$ cat config.mk
export PLATFORM = sky130hd
export DESIGN_NAME = thermal_charge_guard_unit
export DESIGN_NICKNAME = d
export VERILOG_FILES = /design/src/sv/tcg_pkg.sv /design/src/sv/thermal_charge_guard_unit.sv
export SDC_FILE = /design/constraint.sdc
export NUM_CORES = 1
export LEC_CHECK = 0
export BUFFER_PORTS_ARGS = -buffer_cell sky130_fd_sc_hd__buf_4
export CAP_MARGIN = 20
export CELL_PAD_IN_SITES_DETAIL_PLACEMENT = 1
export CELL_PAD_IN_SITES_GLOBAL_PLACEMENT = 2
export CORE_MARGIN = 4
export CORE_UTILIZATION = 39
export DETAILED_ROUTE_END_ITERATION = 8
export GPL_TIMING_DRIVEN = 0
export PLACE_DENSITY_LB_ADDON = 0.1
export SLEW_MARGIN = 20
export SYNTH_ARGS = -nofsm -noshare
export SYNTH_HDL_FRONTEND = slang
export SYNTH_SLANG_ARGS = --single-unit
$ cat constraint.sdc
create_clock -name clk -period 6.9 [get_ports clk]
set_input_delay 0 -clock clk [delete_from_list [all_inputs] [get_ports clk]]
set_output_delay 0 -clock clk [all_outputs]
set_load 0.02 [all_outputs]
$ cat src/sv/tcg_pkg.sv
// Package for the thermal charge guard: field widths, register indexes and reset values.
// Used by the top level and its testbench; depends on nothing.
`default_nettype none
package tcg_pkg;

  localparam int unsigned PctW     = 7;
  localparam int unsigned TempW    = 15;
  localparam int unsigned PauseW   = 13;
  localparam int unsigned ResumeW  = 12;
  localparam int unsigned CfgDataW = 13;
  localparam int unsigned CfgIdxW  = 3;

  typedef logic [PctW-1:0]     pct_t;
  typedef logic signed [TempW-1:0] temp_t;
  typedef logic [PauseW-1:0]   pause_temp_t;
  typedef logic [ResumeW-1:0]  resume_temp_t;
  typedef logic [CfgDataW-1:0] cfg_data_t;
  typedef logic [CfgIdxW-1:0]  cfg_idx_t;

  localparam cfg_idx_t CFG_MODE_ENABLE   = 3'd0;
  localparam cfg_idx_t CFG_GUARD_ENABLE  = 3'd1;
  localparam cfg_idx_t CFG_FLOOR_PCT     = 3'd2;
  localparam cfg_idx_t CFG_CEILING_PCT   = 3'd3;
  localparam cfg_idx_t CFG_PAUSE_TEMP    = 3'd4;
  localparam cfg_idx_t CFG_RESUME_TEMP   = 3'd5;

  localparam pct_t         FLOOR_PCT_RST   = 7'd70;
  localparam pct_t         CEILING_PCT_RST = 7'd80;
  localparam pause_temp_t  PAUSE_TEMP_RST  = 13'd4000;
  localparam resume_temp_t RESUME_TEMP_RST = 12'd3700;

endpackage
`default_nettype wire

$ cat src/sv/thermal_charge_guard_unit.sv
// Thermal charge guard top level: input register, flag update logic and result register.
// Depends on tcg_pkg.
`default_nettype none
// One telemetry tick goes in per transfer and one result comes out per tick. A tick is
// captured in an input register and evaluated into the result register when that register
// is free or its result is being taken; a waiting result holds it. A new tick can be
// taken in every cycle while results are taken. While a result waits, the input register
// takes one more tick and then holds the input off until the result moves on.
// Configuration registers must be written only while no tick is in flight.
// The paused, inhibit, ownership and verified flags are reset to zero.
module thermal_charge_guard_unit (
  input  wire logic                 clk,
  input  wire logic                 rst_n,
  input  wire logic                 cfg_we,
  input  wire tcg_pkg::cfg_idx_t    cfg_index,
  input  wire tcg_pkg::cfg_data_t   cfg_wdata,
  input  wire logic                 in_valid,
  output logic                      in_ready,
  input  wire logic                 in_battery_valid,
  input  wire logic                 in_temp_valid,
  input  wire tcg_pkg::temp_t       in_temperature_centi,
  input  wire tcg_pkg::pct_t        in_charge_pct,
  input  wire logic                 in_external_power,
  input  wire logic                 in_ctl_path,
  input  wire logic                 in_write_ok,
  input  wire logic                 in_reported_valid,
  input  wire logic                 in_reported_inhibit,
  output logic                      out_valid,
  input  wire logic                 out_ready,
  output logic                      out_paused,
  output logic                      out_inhibit,
  output logic                      out_owns,
  output logic                      out_control_error,
  output logic                      out_verified,
  output logic                      out_hold_display,
  output logic                      out_ui_allowed
);
  import tcg_pkg::*;

  logic         mode_en_r, guard_en_r;
  pct_t         floor_r, ceiling_r;
  pause_temp_t  pause_temp_r;
  resume_temp_t resume_temp_r;

  logic pause_r, inhibit_r, owner_r, verified_r;
  logic pause_nxt, inhibit_nxt, owner_nxt, verified_nxt;

  logic  in_vld_r;
  logic  batt_r, tvld_r, ext_r, ctl_r, wok_r, rep_vld_r, rep_inh_r;
  temp_t temp_r;
  pct_t  pct_r;

  logic  err_nxt;
  logic  advance, compute;
  logic  inh_obs, ver_obs, want, wr_req, wr_val;

  assign advance  = !out_valid || out_ready;
  assign compute  = in_vld_r && advance;
  assign in_ready = !in_vld_r || advance;

  always_ff @(posedge clk) begin
    if (!rst_n) begin
      mode_en_r     <= 1'b0;
      guard_en_r    <= 1'b0;
      floor_r       <= FLOOR_PCT_RST;
      ceiling_r     <= CEILING_PCT_RST;
      pause_temp_r  <= PAUSE_TEMP_RST;
      resume_temp_r <= RESUME_TEMP_RST;
    end else if (cfg_we) begin
      unique case (cfg_index)
        CFG_MODE_ENABLE:  mode_en_r     <= cfg_wdata[0];
        CFG_GUARD_ENABLE: guard_en_r    <= cfg_wdata[0];
        CFG_FLOOR_PCT:    floor_r       <= cfg_wdata[PctW-1:0];
        CFG_CEILING_PCT:  ceiling_r     <= cfg_wdata[PctW-1:0];
        CFG_PAUSE_TEMP:   pause_temp_r  <= cfg_wdata[PauseW-1:0];
        CFG_RESUME_TEMP:  resume_temp_r <= cfg_wdata[ResumeW-1:0];
        default: ;
      endcase
    end
  end

  always_ff @(posedge clk) begin
    if (!rst_n) begin
      in_vld_r <= 1'b0;
    end else if (in_ready) begin
      in_vld_r <= in_valid;
    end
  end

  always_ff @(posedge clk) begin
    if (in_ready && in_valid) begin
      batt_r    <= in_battery_valid;
      tvld_r    <= in_temp_valid;
      temp_r    <= in_temperature_centi;
      pct_r     <= in_charge_pct;
      ext_r     <= in_external_power;
      ctl_r     <= in_ctl_path;
      wok_r     <= in_write_ok;
      rep_vld_r <= in_reported_valid;
      rep_inh_r <= in_reported_inhibit;
    end
  end

  always_comb begin
    inh_obs = rep_vld_r ? rep_inh_r : inhibit_r;
    ver_obs = rep_vld_r || verified_r;

    if (!mode_en_r) begin
      pause_nxt = 1'b0;
    end else if (!batt_r || !tvld_r) begin
      pause_nxt = 1'b1;
    end else if (!pause_r && (temp_r >= $signed({2'b00, pause_temp_r}))) begin
      pause_nxt = 1'b1;
    end else if (pause_r && (temp_r <= $signed({3'b000, resume_temp_r}))) begin
      pause_nxt = 1'b0;
    end else begin
      pause_nxt = pause_r;
    end

    if (pause_nxt || (pct_r >= ceiling_r)) begin
      want = 1'b1;
    end else if (pct_r <= floor_r) begin
      want = 1'b0;
    end else begin
      want = inh_obs;
    end

    if (!mode_en_r || !guard_en_r) begin
      wr_req = owner_r;
      wr_val = 1'b0;
    end else if (batt_r && ext_r && ctl_r) begin
      wr_req = (want != inh_obs) || (want && !owner_r);
      wr_val = want;
    end else begin
      wr_req = 1'b0;
      wr_val = 1'b0;
    end

    if (wr_req && wok_r) begin
      inhibit_nxt  = wr_val;
      owner_nxt    = wr_val;
      verified_nxt = 1'b1;
    end else begin
      inhibit_nxt  = inh_obs;
      owner_nxt    = owner_r;
      verified_nxt = ver_obs;
    end
    err_nxt = wr_req && !wok_r;
  end

  always_ff @(posedge clk) begin
    if (!rst_n) begin
      pause_r    <= 1'b0;
      inhibit_r  <= 1'b0;
      owner_r    <= 1'b0;
      verified_r <= 1'b0;
      out_valid  <= 1'b0;
    end else begin
      if (compute) begin
        pause_r    <= pause_nxt;
        inhibit_r  <= inhibit_nxt;
        owner_r    <= owner_nxt;
        verified_r <= verified_nxt;
      end
      if (advance) begin
        out_valid <= in_vld_r;
      end
    end
  end

  always_ff @(posedge clk) begin
    if (compute) begin
      out_paused        <= pause_nxt;
      out_inhibit       <= inhibit_nxt;
      out_owns          <= owner_nxt;
      out_control_error <= err_nxt;
      out_verified      <= verified_nxt;
      out_hold_display  <= mode_en_r && !pause_nxt;
      out_ui_allowed    <= !mode_en_r || !pause_nxt;
    end
  end

endmodule
`default_nettype wire

Word level (Yosys, flattened, before mapping)
Index checks and enable logic that the tools add are counted.
Cells by class
  $lt $le $gt $ge: 4
  equal/unequal tests: 6
  muxes and demuxes: 14
  reductions and logical operators: 35
Operators by type and width (count)
  15-bit by 14-bit greater-or-equal comparator with 1-bit output: 1
  15-bit by 13-bit <= comparator with 1-bit output: 1
  1-bit 2-to-1 mux: 14
  2-bit AND reduction: 6
  1-bit logical AND: 10
  1-bit zero test: 10
  1-bit logical OR: 8
  7-bit greater-or-equal comparator: 1
  7-bit <= comparator: 1
  3-bit by 2-bit equality test with 1-bit output (second input constant): 2
  3-bit equality test (second input constant): 2
  3-bit by 1-bit equality test with 1-bit output (second input constant): 1
  3-bit zero test: 1
  1-bit != test: 1
Storage, ports and cells
  bits in registers: 83
  output and inout bits: 9
  word-level logic and storage cells: 87

Logic depth before layout (Yosys ltp)
  word-level depth: 14
  gate-level depth with buffers: 10
  depth with buffers taken out: 10

Worst setup path after synthesis
OpenSTA, ideal clock, no wires.
  path type: reg-to-reg
  from: register temp_r[1]
  to: register out_verified (data pin)
  library setup time: 0.262 ns
  arrival time: 2.143 ns
  data required time: 6.638 ns
  setup slack: 4.494 ns
  cell stages (with the launch flop): 10
  path buffers: 0
  period minus slack after synthesis: 2.406 ns
  cell sequence: edfxtp_1 -> ha_1 -> nor2b_1 -> o211ai_1 -> a211oi_1 -> o311ai_0 -> a211o_4 -> nand2b_1 -> a311oi_2 -> o21ai_1
Between the ends
  word-level cells in the longest chain between the ends: 14
  elaborated cells on any way between the ends: 17
Ends and longest elaborated chain
  start, declared: line thermal_charge_guard_unit.sv:50  | temp_t temp_r;
  start signal, assigned: line thermal_charge_guard_unit.sv:94  | temp_r <= in_temperature_centi;
  15-bit by 13-bit <= comparator with 1-bit output: line thermal_charge_guard_unit.sv:114  | end else if (pause_r && (temp_r <= $signed({3'b000, resume_temp_r}))) begin
  1-bit logical AND: line thermal_charge_guard_unit.sv:114
  1-bit 2-to-1 mux: line thermal_charge_guard_unit.sv:114
  1-bit 2-to-1 mux (*): line thermal_charge_guard_unit.sv:112  | end else if (!pause_r && (temp_r >= $signed({2'b00, pause_temp_r}))) begin
  1-bit 2-to-1 mux (*): line thermal_charge_guard_unit.sv:110  | end else if (!batt_r || !tvld_r) begin
  1-bit 2-to-1 mux (*): line thermal_charge_guard_unit.sv:108  | if (!mode_en_r) begin
  1-bit logical OR (*): line thermal_charge_guard_unit.sv:120  | if (pause_nxt || (pct_r >= ceiling_r)) begin
  1-bit 2-to-1 mux (*): line thermal_charge_guard_unit.sv:120
  1-bit != test or 1-bit logical AND (tied branches): line thermal_charge_guard_unit.sv:132  | wr_req = (want != inh_obs) || (want && !owner_r);
  1-bit logical OR (*): line thermal_charge_guard_unit.sv:132
  1-bit 2-to-1 mux (*): line thermal_charge_guard_unit.sv:131  | end else if (batt_r && ext_r && ctl_r) begin
  1-bit 2-to-1 mux (*): line thermal_charge_guard_unit.sv:128  | if (!mode_en_r || !guard_en_r) begin
  1-bit logical AND (*): line thermal_charge_guard_unit.sv:139  | if (wr_req && wok_r) begin
  1-bit 2-to-1 mux (*): line thermal_charge_guard_unit.sv:139
  named net verified_nxt: line thermal_charge_guard_unit.sv:46  | logic pause_nxt, inhibit_nxt, owner_nxt, verified_nxt;
  end signal, assigned: line thermal_charge_guard_unit.sv:177  | out_verified <= verified_nxt;
  end, declared: line thermal_charge_guard_unit.sv:34  | output logic out_verified,
The timed path passes the listed nets; every way through them passes the cells marked *.
A chain may end at the register's enable or synchronous reset.

Worst setup path after layout
Same ends and word-level chain as after synthesis.

==> metrics <==
worst endpoint required time between 7000 and 8000 ps; # port buffers a little under 60; antenna-violating nets left 0; fin crit share 41.90%; DR WL met3 around 370 µm; Achievable Freq between 300 and 400 MHz; Avg Synthesized Cell Area between 10 and 15 µm²; total wire length between 10000 and 15000 µm; WL met2 5282 µm; core area between 9000 and 10000 µm²; CP max stage cell o311ai_0; drt first pass iters 4; crit-path leading delay family compound AO/OA/AOI/OAI gates; Sw Share approximately 25%; Buffers & Inverters on Critical Path 0; WHS ~47 ps; total CTS buffers 9; Fill cells ~1100; final setup vio count 0; Layout Cells excl Fill between 600 and 700; Seq cells post-synth 83; global-route wire length before repair ~17000 µm; top_reg_cell synth dfxtp_1; Critical Path Fanout Max 5; synthesis-to-finish area growth 31.30%; share of layout cells above drive strength 1 roughly 16%; Clock Sinks 83; GRT Resource Usage Total a little under a fifth; Slew @ Worst Pin 768.9 ps; final instance area 5233 µm²; async set-reset flop share out of synthesis 0%; Distinct cells, synth slightly above 40; Synth Instances slightly below 400; Psw ~250 µW; cell taking the most area after synthesis edfxtp_1; GRT overflow 0; clk slew on worst S/H paths 80 ps; Post-DP Area 4588 µm²; Post-Syn Nets slightly below 500; R2R Setup Slk approximately 4000 ps; Via-to-Cell Ratio roughly 5; crit path launch type flip-flop; Place WS approximately 4000 ps; CTS H-tree lvls 3; Clock power frac about a third; Final Hold Vio Count 0; clk_skew approximately 8.3 ps; synth top area cells edfxtp_1, dfxtp_1, ha_1; DRT iter0 DRCs between 70 and 80; GPL Wtd Cong 0.7406; Mapped Area about 4000 µm²; crit end category flip-flop; Max Cap Viol 0; status finished, final reports clean; Static Leak approximately 2.1 nW; initial antenna violation count 0; Final WS setup roughly 4000 ps; unrepaired setup endpoints after global routing false; final core utilization roughly 53%; Crit path largest cell delay about 650 ps; Comb pwr share between 10% and 20%; antenna fix cells 0; Clock Tree Buf Depth 2; Metal-1 WL between 4000 and 5000 µm; Worst-Skew Late Latency 370 ps; number of flops mapped to enable cells by yosys 36; Seq/Total Area, Yosys a little over 50%; pin count of the biggest net entering global routing 30; VDD IR max roughly 0.00016 V; Initial Utilization 40.40%; Yosys warnings 0; Inst Count DP approximately 590; Cell Int Power about 760 µW; Die Ht between 100 and 150 µm; max layer used met4; pwr dens 193.3 nW/µm²; # DRC 0; row count 36; max-slew violations 0; Die W ~110 µm; Final #Nets 600; slew margin rel. a little under 50%; post-DR wirelength/cell between 15 and 20 µm; Flop pwr share a little over half; worst path cell trace ha_1, nor2b_1, o211ai_1, a211oi_1, o311ai_0, a211o_4, nand2b_1, a311oi_2, o21ai_1; Setup Crit Path Kind reg2reg; vias in the first global route roughly 3400; fin crit period just under 3000 ps; I/O pin cnt 59; Crit path arrival time approximately 3000 ps; Vias about 3200; setup TNS 0 ps; post-synth top area share between 20% and 30%; detailed placement HPWL about 7400 µm; CTS tree done; clock root buffer clkbuf_8; Total Power about 1 mW; die area around 12000 µm²; Hold/Removal Path Class in2reg
-- power by group through the flow --
stage | clock, mW | combinational [mW] | sequential, mW
after global routing | 0.373 | 0.143 | 0.546
after floorplan | 0 | 0.0559 | 0.554
final | 0.341 | 0.126 | 0.544
after global placement | 0 | 0.103 | 0.555
after CTS | 0.354 | 0.128 | 0.545
after detailed placement | 0 | 0.107 | 0.556
-- repair_timing --
item / CTS / global route
resized for setup: 0 / 0
hold buffers: 46 / 0
buffers inserted: 0 / 0
hold endpoints to repair: 73 / 0
-- state kept, by name, indices dropped and copies added, names as in the netlist, 7 cells and up --
name / cells
temp_r: 15
ceiling_r: 7
pause_temp_r: 13
floor_r: 7
pct_r: 7
resume_temp_r: 12
-- layout by cell type (no fill, tap or decap), types with 2 or more instances in the layout --
cell / count
a211oi_1: 3
a21boi_0: 18
a21o_1: 4
a21oi_1: 18
and2_1: 3
buf_4: 58
clkbuf_1: 9
clkbuf_8: 9
clkinv_2: 3
dfxtp_1: 47
dlygate4sd3_1: 46
edfxtp_1: 36
ha_1: 39
inv_1: 44
mux2i_1: 7
nand2_1: 69
nand2b_1: 4
nand3_1: 10
nand4_1: 3
nor2_1: 14
nor2b_1: 10
nor3_1: 5
o211ai_1: 20
o21a_1: 2
o21ai_0: 8
o21ai_1: 4
-- cell usage after synthesis (all sizes together), types with 2 or more instances --
cell    count
nand4       3
and2        4
or3         2
a21boi     19
mux2i       7
nand3      10
edfxtp     36
dfxtp      47
nand2b      4
o211ai     20
or2         2
o21ai      12
o21a        2
ha         39
clkbuf      8
a21o        4
nor2b      10
nor3        6
a21oi      18
nand2      69
nor2       14
inv        44
a211oi      3
-- layout make-up --
cell class	instances	area, µm²	area share (%)
plain buffers	9	33.78	0.6456
inverters	44	165.2	3.156
clock buffers	10	127.6	2.439
flip-flops and latches	83	2022	38.64
well taps	133	166.4	3.180
clock inverters	6	56.30	1.076
repair buffers	104	895.9	17.12
multi-input cells	260	1765	33.74
-- worst reg2reg max path, cell delays in order (launching register included) --
cell and delay [ps]:
edfxtp_1 430, ha_1 310, nor2b_1 130, o211ai_1 190, a211oi_1 120, o311ai_0 650
a211o_4 290, nand2b_1 80, a311oi_2 360, o21ai_1 90
-- path summary, 6_finish.rpt --
kind / startpoint / to / depth (start not counted)
min reg2reg: pause_temp_r[6] / pause_temp_r[6] / 2
min: cfg_index[1] / mode_en_r / 4
max: temp_r[1] / out_verified / 9
max reg2reg: temp_r[1] / out_verified / 9
-- cells by family after synthesis --
| group | synth area share, % |
|---|---|
| simple gates | 14.51 |
| compound gates | 15.76 |
| flops | 50.74 |
| buf+inv | 4.992 |
| fa+ha+maj | 12.24 |
| mux | 1.758 |
-- layer usage --
layer,global-route usage [%],up-vias
met5,0,-
met3,4.796,8
met1,21.62,1514
met4,5.140,0
met2,33.86,42
li1,-,1608
Power figures use the tool's default switching activity.
